$ cat src/vcodec_pkg.sv
// Shared types, codes and constants for the varint codec.
// No dependencies; imported by every module of the block.
`timescale 1ns / 1ps
`default_nettype none

package vcodec_pkg;

    localparam int WordBits  = 32;
    localparam int ByteBits  = 8;
    localparam int GroupBits = 7;
    localparam int MaxGroups = 5;
    localparam int CountBits = 3;
    localparam int ShiftBits = 5;

    localparam logic [GroupBits-1:0] GroupMask = 7'h7f;

    typedef enum logic
    {
        DIR_ENCODE = 1'b0,
        DIR_DECODE = 1'b1
    } direction_t;

    typedef struct packed
    {
        logic [WordBits-1:0] word_in;
        logic [ByteBits-1:0] byte_in;
    } in_item_t;

    typedef struct packed
    {
        logic [ByteBits-1:0] byte_out;
        logic                last_byte;
        logic [WordBits-1:0] word_out;
        logic                word_valid;
    } out_item_t;

    typedef enum logic
    {
        ST_IDLE   = 1'b0,
        ST_ENCODE = 1'b1
    } ctrl_state_t;

    typedef struct packed
    {
        logic accept;
        logic load_word;
        logic emit_byte;
        logic dec_step;
        logic cfg_we;
    } ctrl_cmd_t;

    typedef struct packed
    {
        direction_t direction;
        logic       slot_free;
        logic       enc_last;
    } dp_status_t;

endpackage

`default_nettype wire

$ cat src/vcodec_ctrl.sv
// Controller state machine for the varint codec: request acceptance,
// byte serialization sequencing, config write gating. Uses vcodec_pkg.
`timescale 1ns / 1ps
`default_nettype none

module vcodec_ctrl
(
    input  wire                     clk,
    input  wire                     rst_n,
    input  wire                     in_valid,
    input  wire                     cfg_valid,
    input  vcodec_pkg::dp_status_t  status,
    output vcodec_pkg::ctrl_cmd_t   cmd,
    output logic                    in_stall,
    output logic                    cfg_ready
);
    import vcodec_pkg::*;

    ctrl_state_t state_reg;
    ctrl_state_t state_next;
    logic        in_rdy;

    always_ff @(posedge clk or negedge rst_n)
    begin
        if (!rst_n)
        begin
            state_reg <= ST_IDLE;
        end
        else
        begin
            state_reg <= state_next;
        end
    end

    always_comb
    begin
        case (state_reg)
            ST_IDLE:
            begin
                in_rdy = (status.direction == DIR_ENCODE) || status.slot_free;
            end
            ST_ENCODE:
            begin
                in_rdy = status.slot_free && status.enc_last;
            end
            default:
            begin
                in_rdy = 1'b0;
            end
        endcase
    end

    always_comb
    begin
        state_next = state_reg;
        case (state_reg)
            ST_IDLE:
            begin
                if (in_valid && in_rdy && status.direction == DIR_ENCODE)
                begin
                    state_next = ST_ENCODE;
                end
            end
            ST_ENCODE:
            begin
                if (status.slot_free && status.enc_last && !in_valid)
                begin
                    state_next = ST_IDLE;
                end
            end
            default:
            begin
                state_next = ST_IDLE;
            end
        endcase
    end

    always_comb
    begin
        cmd           = '0;
        cmd.accept    = in_valid && in_rdy;
        in_stall      = !in_rdy;
        cfg_ready     = (state_reg == ST_IDLE);
        cmd.cfg_we    = cfg_valid && (state_reg == ST_IDLE);
        case (state_reg)
            ST_IDLE:
            begin
                cmd.load_word = cmd.accept && (status.direction == DIR_ENCODE);
                cmd.dec_step  = cmd.accept && (status.direction == DIR_DECODE);
            end
            ST_ENCODE:
            begin
                cmd.emit_byte = status.slot_free;
                cmd.load_word = cmd.accept;
            end
            default:
            begin
                cmd.emit_byte = 1'b0;
            end
        endcase
    end

endmodule

`default_nettype wire

$ cat src/vcodec_dp.sv
// Datapath for the varint codec: direction register, encode shifter,
// decode accumulator and output register. Uses vcodec_pkg.
`timescale 1ns / 1ps
`default_nettype none

module vcodec_dp
(
    input  wire                     clk,
    input  wire                     rst_n,
    input  vcodec_pkg::in_item_t    in_data,
    input  wire                     cfg_data,
    input  wire                     out_stall,
    input  vcodec_pkg::ctrl_cmd_t   cmd,
    output vcodec_pkg::dp_status_t  status,
    output logic                    out_valid,
    output vcodec_pkg::out_item_t   out_data
);
    import vcodec_pkg::*;

    direction_t           dir_reg;
    direction_t           dir_next;
    logic [WordBits-1:0]  shift_reg;
    logic [WordBits-1:0]  shift_next;
    logic [CountBits-1:0] enc_cnt_reg;
    logic [CountBits-1:0] enc_cnt_next;
    logic [WordBits-1:0]  acc_reg;
    logic [WordBits-1:0]  acc_next;
    logic [CountBits-1:0] grp_reg;
    logic [CountBits-1:0] grp_next;
    logic                 out_valid_reg;
    logic                 out_valid_next;
    out_item_t            out_data_reg;
    out_item_t            out_data_next;

    logic                 enc_last;
    logic [ShiftBits-1:0] grp_shift;
    logic [WordBits-1:0]  acc_merged;

    assign enc_last = (shift_reg[WordBits-1:GroupBits] == '0)
                   || (enc_cnt_reg == CountBits'(MaxGroups - 1));

    assign grp_shift  = ShiftBits'(grp_reg) * ShiftBits'(GroupBits);
    assign acc_merged = acc_reg
                      | ({{(WordBits-GroupBits){1'b0}}, in_data.byte_in[GroupBits-1:0]}
                         << grp_shift);

    assign status.direction = dir_reg;
    assign status.slot_free = !out_valid_reg || !out_stall;
    assign status.enc_last  = enc_last;

    assign out_valid = out_valid_reg;
    assign out_data  = out_data_reg;

    always_comb
    begin
        dir_next       = dir_reg;
        shift_next     = shift_reg;
        enc_cnt_next   = enc_cnt_reg;
        acc_next       = acc_reg;
        grp_next       = grp_reg;
        out_valid_next = out_valid_reg && out_stall;
        out_data_next  = out_data_reg;

        if (cmd.cfg_we)
        begin
            dir_next = direction_t'(cfg_data);
        end

        if (cmd.emit_byte)
        begin
            out_valid_next           = 1'b1;
            out_data_next            = '0;
            out_data_next.byte_out   = {!enc_last, shift_reg[GroupBits-1:0]};
            out_data_next.last_byte  = enc_last;
            shift_next               = shift_reg >> GroupBits;
            enc_cnt_next             = enc_cnt_reg + 1'b1;
        end

        if (cmd.load_word)
        begin
            shift_next   = in_data.word_in;
            enc_cnt_next = '0;
        end

        if (cmd.dec_step)
        begin
            if (grp_reg < CountBits'(MaxGroups))
            begin
                acc_next = acc_merged;
                grp_next = grp_reg + 1'b1;
            end
            if (!in_data.byte_in[ByteBits-1])
            begin
                out_valid_next           = 1'b1;
                out_data_next            = '0;
                out_data_next.word_out   = acc_next;
                out_data_next.word_valid = 1'b1;
                acc_next                 = '0;
                grp_next                 = '0;
            end
        end
    end

    always_ff @(posedge clk or negedge rst_n)
    begin
        if (!rst_n)
        begin
            dir_reg       <= DIR_ENCODE;
            enc_cnt_reg   <= '0;
            acc_reg       <= '0;
            grp_reg       <= '0;
            out_valid_reg <= 1'b0;
        end
        else
        begin
            dir_reg       <= dir_next;
            enc_cnt_reg   <= enc_cnt_next;
            acc_reg       <= acc_next;
            grp_reg       <= grp_next;
            out_valid_reg <= out_valid_next;
        end
    end

    always_ff @(posedge clk)
    begin
        shift_reg    <= shift_next;
        out_data_reg <= out_data_next;
    end

endmodule

`default_nettype wire

$ cat src/varint_codec_unit.sv
// Top level of the unsigned 32-bit LEB128 varint codec.
// Instantiates vcodec_ctrl and vcodec_dp; types from vcodec_pkg.
//
// In decode mode one byte request is taken per cycle whenever the output
// register is free, and a completed word appears the cycle after its final
// byte. In encode mode a word of n bytes (1 to 5) is serialized by a
// shift register at one byte per cycle while the output is not stalled,
// through a single output register; the next word is taken in the cycle
// the previous word's last byte is registered. The direction register
// may only be written while the block is idle (cfg_ready high).
`timescale 1ns / 1ps
`default_nettype none

module varint_codec_unit
(
    input  wire                    clk,
    input  wire                    rst_n,
    input  wire                    in_valid,
    output logic                   in_stall,
    input  vcodec_pkg::in_item_t   in_data,
    output logic                   out_valid,
    input  wire                    out_stall,
    output vcodec_pkg::out_item_t  out_data,
    input  wire                    cfg_valid,
    output logic                   cfg_ready,
    input  wire                    cfg_data
);
    import vcodec_pkg::*;

    ctrl_cmd_t  cmd;
    dp_status_t status;

    vcodec_ctrl u_ctrl
    (
        .clk       (clk),
        .rst_n     (rst_n),
        .in_valid  (in_valid),
        .cfg_valid (cfg_valid),
        .status    (status),
        .cmd       (cmd),
        .in_stall  (in_stall),
        .cfg_ready (cfg_ready)
    );

    vcodec_dp u_dp
    (
        .clk       (clk),
        .rst_n     (rst_n),
        .in_data   (in_data),
        .cfg_data  (cfg_data),
        .out_stall (out_stall),
        .cmd       (cmd),
        .status    (status),
        .out_valid (out_valid),
        .out_data  (out_data)
    );

endmodule

`default_nettype wire

$ cat config.mk
export PLATFORM = sky130hd
export DESIGN_NAME = varint_codec_unit
export DESIGN_NICKNAME = d
export VERILOG_FILES = /design/src/vcodec_pkg.sv /design/src/vcodec_ctrl.sv /design/src/vcodec_dp.sv /design/src/varint_codec_unit.sv
export SDC_FILE = /design/constraint.sdc
export NUM_CORES = 1
export LEC_CHECK = 0
export ABC_AREA = 1
export BUFFER_PORTS_ARGS = -buffer_cell sky130_fd_sc_hd__buf_4
export CAP_MARGIN = 10
export CORE_ASPECT_RATIO = 2
export CORE_MARGIN = 2
export CORE_UTILIZATION = 50
export DETAILED_ROUTE_END_ITERATION = 10
export GPL_TIMING_DRIVEN = 0
export PLACE_DENSITY = 0.82
export SYNTH_ARGS = -nofsm -noshare
export SYNTH_HDL_FRONTEND = slang
export SYNTH_SLANG_ARGS = --single-unit
export TNS_END_PERCENT = 10
$ cat constraint.sdc
create_clock -name clk -period 5.8 [get_ports clk]
set_input_delay 1.16 -clock clk [delete_from_list [all_inputs] [get_ports clk]]
set_output_delay 1.16 -clock clk [all_outputs]
set_load 0.02 [all_outputs]
# Yosys cells after proc, flatten, opt, wreduce, memory -nomap -nowiden
# Index checks and enable logic that the tools add are counted.
[word_totals]
regBits = 115
inputBits = 46
out_inout_bits = 45
elab_cells = 60
[classes]
addsub = 2
n_mul = 1
magnitude_cmp = 1
eq_ne = 2
shifts = 1
mux = 21
bitwise = 3
reduce_logical = 18
[op_table]
columns = ["cell", "n"]
rows = [
  ["$mux 32", 4],
  ["$mux 42", 3],
  ["$or 32x32->32", 1],
  ["$shl 7x5->32", 1],
  ["$logic_not 25->1", 1],
  ["$mux 3", 4],
  ["$logic_and 1x1->1", 7],
  ["$mux 1", 7],
  ["$add 3x1->3 const B", 2],
  ["$pmux 1 s2", 3],
  ["$logic_not 1->1", 5],
  ["$mul 3x3->5 const B", 1],
  ["$eq 3x3->1 const B", 1],
  ["$logic_or 1x1->1", 3],
  ["$lt 3x3->1 const B", 1],
  ["$ne 2x1->1 const B", 1],
  ["$not 1->1", 2],
  ["$reduce_and 2->1", 1],
  ["$reduce_bool 2->1", 1],
]

# Depth between registers and ports, before layout
[depth]
depth_word = 8
mapped_depth = 13
depth_no_buf = 13

# Modules after synthesis
# A second synthesis with hierarchy kept.
[hier_totals]
cells_unflattened = 690
hier_area_um2 = 5451.5
[modules_own_cells]
columns = ["module", "n_inst", "cells_each", "area_per_inst_um2", "seq_area_each_um2"]
rows = [
  ["vcodec_dp", 1, 670, 5340.1, 2802.7],
  ["vcodec_ctrl", 1, 20, 111.4, 25.0],
]

# Worst setup path before layout
# Ideal clock, no wire load.
[synth_timing]
kind = "input port to flip-flop"
start = "in out_stall"
end = "reg u_dp.shift_reg[0] (enable)"
arrival_time_ps = 2660
required_ps = 5239
setup_slack_ps = 2579
cell_stages = 6
path_buffers = 1
path_cell_list = "nand2_1 > inv_1 > nor2_2 > clkinv_1 > clkbuf_1 > nand3_1"
[synth_between]
elab_chain_len = 8
[synth_rtl]
columns = ["item", "line_no", "text"]
rows = [
  ["start: declaration", "varint_codec_unit.sv:22", "input wire out_stall,"],
  ["$logic_not 1->1 (*)", "vcodec_dp.sv:48", "assign status.slot_free = !out_valid_reg || !out_stall;"],
  ["$logic_or 1x1->1 (*)", "vcodec_dp.sv:48", ""],
  ["$logic_and 1x1->1 / $logic_or 1x1->1 (equally long branches)", "vcodec_ctrl.sv:44, vcodec_ctrl.sv:40", ""],
  ["$pmux 1 s2", "vcodec_ctrl.sv:37", "case (state_reg)"],
  ["$logic_and 1x1->1", "vcodec_ctrl.sv:81", "cmd.accept = in_valid && in_rdy;"],
  ["$logic_and 1x1->1", "vcodec_ctrl.sv:88", "cmd.load_word = cmd.accept && (status.direction == DIR_ENCODE);"],
  ["$pmux 1 s2", "vcodec_ctrl.sv:85", "case (state_reg)"],
  ["$reduce_bool 2->1 (no line) (*)", "n/a", ""],
  ["end signal: assignment", "vcodec_dp.sv:126", "shift_reg <= shift_next;"],
  ["end: declaration", "vcodec_dp.sv:22", "logic [WordBits-1:0] shift_reg;"],
]
# Every way passes the cells marked *; elsewhere a longest branch is shown, timed or not.
# A chain may end at the register's enable or synchronous reset.

# Worst setup path in the final report
[layout_timing]
start = "in out_stall"
end = "reg u_dp.shift_reg[3] (enable)"
# The elaborated chain is that of the path after synthesis.

==> summary.txt <==
startpoint types: input port
Post-CTS Hold Buffers: 0
Int Power: 2.54 mW
CP Max Fanout: 20
Starting Density: 50.6%
WL/cell: 15.9 um
total gr overflow: 0
Max-slew headroom: 52.2%
first-pass GRT wire length: 24.6 mm
vias in the first global route: 5263
Setup TNS: 0 ns
CTS Buf Count: 17
initial antenna violation count: 0
max-cap violations: 0
share of layout cells above drive strength 1: 20.7%
via count: 5174
Cells after Synth: 705
Hold Path Class: flip-flop to flip-flop
cell area after synthesis: 0.00568 mm^2
Setup-failing EPs final: 0
CP Class: input port to flip-flop
Worst-Margin Slew: 0.715 ns
largest net degree at the start of global routing: 42
DRT Pass-1 Iters: 5
YS warnings: 0
Via density: 5.33
H-tree depth: 4
gpl congestion: 0.970
WL met2: 8.58 mm
Detail Placement HPWL: 11.6 mm
Area after DPL: 0.00656 mm^2
post-synth cell types: 43
pwr dens: 651 mW/mm^2
Flop pwr share: 27.4%
Worst EP arrival: 3.29 ns
met3 wire len: 552 um
Fin Hold WS: 0.457 ns
leak pwr: 3.48 nW
final worst setup slack: 2.63 ns
syn_area_per_cell: 8.05 um^2
Global Route Usage Sum: 26.2%
achievable frequency: 0.315 GHz
top sig layer: met4
clk slew on worst S/H paths: 0.06 ns
buffers added on ports: 90
Syn-to-layout area delta: 26.1%
# DRC: 0
pre-CTS setup slack: 2.19 ns
VDD IR-drop max: 0.379 mV
CTS tree: yes
Rows: 55
RSZ-0062 raised after global routing: false
postcts setup bufs: 0
# IOs: 91
clock sinks: 115
Die Wd: 79.3 um
CP endpoint kind: flip-flop
Psw: 2.13 mW
switching share of power: 45.6%
Slew Viols, Final: 0
Tmin final: 3.17 ns
fin crit share: 54.7%
ant diodes: 0
fillcell total: 941
post-synthesis register bit count: 115
clock group share of total power: 22.5%
CTS root buffer: clkbuf_16
Seq/Total Area, Yosys: 49.8%
syn_nets: 759
CP required: 5.92 ns
number of flip-flops in the largest register: 42
Die ar.: 0.0123 mm^2
DRT iter0 DRCs: 367
met1 WL: 5.28 mm
Net count, final: 869
Final Hold Vio Count: 0
CTS max path bufs: 2
post-cts sizing count: 0
Die Ht: 155 um
Worst-Skew Late Latency: 0.42 ns
final instance area: 0.00716 mm^2
Final Power: 4.66 mW
Combinational Power Share: 50.1%
core area: 0.0112 mm^2
outcome: finished, final reports clean
Layout Skew: 0.00955 ns
post-route ant nets: 0
final wirelength: 15.4 mm
==> power by group through the flow <==
stage                     Sequential [mW]  Clock, mW  Combinational [mW]
after detailed placement             1.29          0                2.30
after floorplan                      1.32          0                1.55
after CTS                            1.27       1.06                2.33
final                                1.28       1.05                2.34
after global routing                 1.30       1.09                2.56
after global placement               1.28          0                2.27
==> cell usage in the layout (no fill, tap or decap), types with 2 or more instances in the layout <==
master      instances
buf_2              13
clkbuf_16          18
buf_4              93
bufinv_16           2
inv_6               2
nor2_4              2
nand4_1             6
ha_1                6
fa_1                2
inv_4               3
a21boi_0            3
nor2_1             28
nand2_1           222
o211ai_1            2
o21ai_0            38
a21boi_1            4
dfxtp_1            42
a21oi_2             2
o21ai_1            10
edfxtp_1           32
a21oi_1            38
clkinv_4            3
o21bai_1            2
dfrtp_1            41
nor2_8              2
clkbuf_1           18
inv_1              62
clkinvlp_4          2
nand2_2             3
nand3_1            94
inv_2               6
nand3_2             7
nand4_4             2
==> layout make-up <==
cell class	count	area, um^2	share of cell area, %
buffer	35	178	2.48
multi-input combinational	485	2400	33.6
inverter	70	265	3.71
clock inverter	13	148	2.06
tap	142	178	2.48
clock buffer	19	454	6.35
sequential	115	2830	39.5
timing repair buffer	91	703	9.82
==> metal layers <==
layer,GRT usage [%],vias up
li1,-,2527
met1,24.8,2420
met2,49.4,169
met3,4.20,58
met4,18.1,0
met5,0,-
==> cells in the mapped netlist <==
cell / instances / share of area, %
nand2_2: 3 / 0.33
nand3_1: 94 / 8.3
o211ai_1: 2 / 0.26
nor3_2: 1 / 0.18
o21ai_2: 1 / 0.15
o21bai_1: 2 / 0.26
edfxtp_1: 32 / 17
buf_8: 1 / 0.26
a21boi_2: 1 / 0.20
nor2_4: 2 / 0.40
a31oi_1: 1 / 0.11
buf_2: 13 / 1.1
nand3_2: 7 / 1.2
nand2_1: 222 / 15
inv_4: 1 / 0.11
nand2_4: 1 / 0.20
clkinv_1: 1 / 0.066
nor2_1: 28 / 1.9
dfrtp_1: 41 / 18
xor2_1: 1 / 0.15
xnor2_1: 1 / 0.15
a21oi_1: 38 / 3.4
o21ai_0: 38 / 3.4
a21boi_1: 4 / 0.53
inv_2: 6 / 0.40
fa_1: 2 / 0.71
buf_6: 1 / 0.20
nand4_1: 6 / 0.66
clkbuf_1: 17 / 1.1
a21boi_0: 3 / 0.40
nand4_4: 2 / 0.75
inv_1: 62 / 4.1
nor2_8: 2 / 0.71
o21ai_1: 10 / 0.88
and3_1: 1 / 0.11
nor2_2: 1 / 0.11
xnor2_4: 1 / 0.49
dfxtp_1: 42 / 15
buf_4: 3 / 0.40
a21oi_2: 2 / 0.31
ha_1: 6 / 1.3
o21a_1: 1 / 0.13
and2_1: 1 / 0.11
==> worst paths after layout <==
kind	from	endpoint	slack [ns]	cells past startpoint
min in group asynchronous	rst_n	u_dp.grp_reg[2]	0.73	1
setup / recovery	out_stall	u_dp.shift_reg[3]	2.63	8
hold reg to reg	u_dp.out_data[0]	u_dp.out_data[0]	0.46	2
hold / removal	u_dp.out_data[0]	u_dp.out_data[0]	0.46	2
max in group asynchronous	rst_n	u_dp.acc_reg[26]	4.65	1
setup reg to reg	u_dp.grp_reg[0]	u_dp.out_data[30]	2.82	11
==> metrics by stage <==
| step | cells | util (%) |
|---|---|---|
| floorplan | 705 | - |
| global placement | 937 | 58.2 |
| detailed placement | 938 | 58.4 |
| CTS | 970 | 63.8 |
| global route | 970 | 63.8 |
| finish | 970 | 63.8 |
==> cell families after synthesis <==
family,Yosys count,synth area share (%)
buffers and inverters,105,7.80
and+or+nand+nor,371,29.6
DFF,115,49.8
AOI/OAI and AO/OA,103,9.94
adders and majority gates,8,2.03
xor gates and xnor gates,3,0.794
==> worst max-delay path: stages <==
cell and delay, ns:
buf_4 0.11, nand2_1 0.23, inv_1 0.11, nor2_2 0.20, clkinv_1 0.26, clkbuf_1 0.33, nand3_1 0.64, buf_16 0.24
No activity file was read; power rests on OpenSTA's default activity.
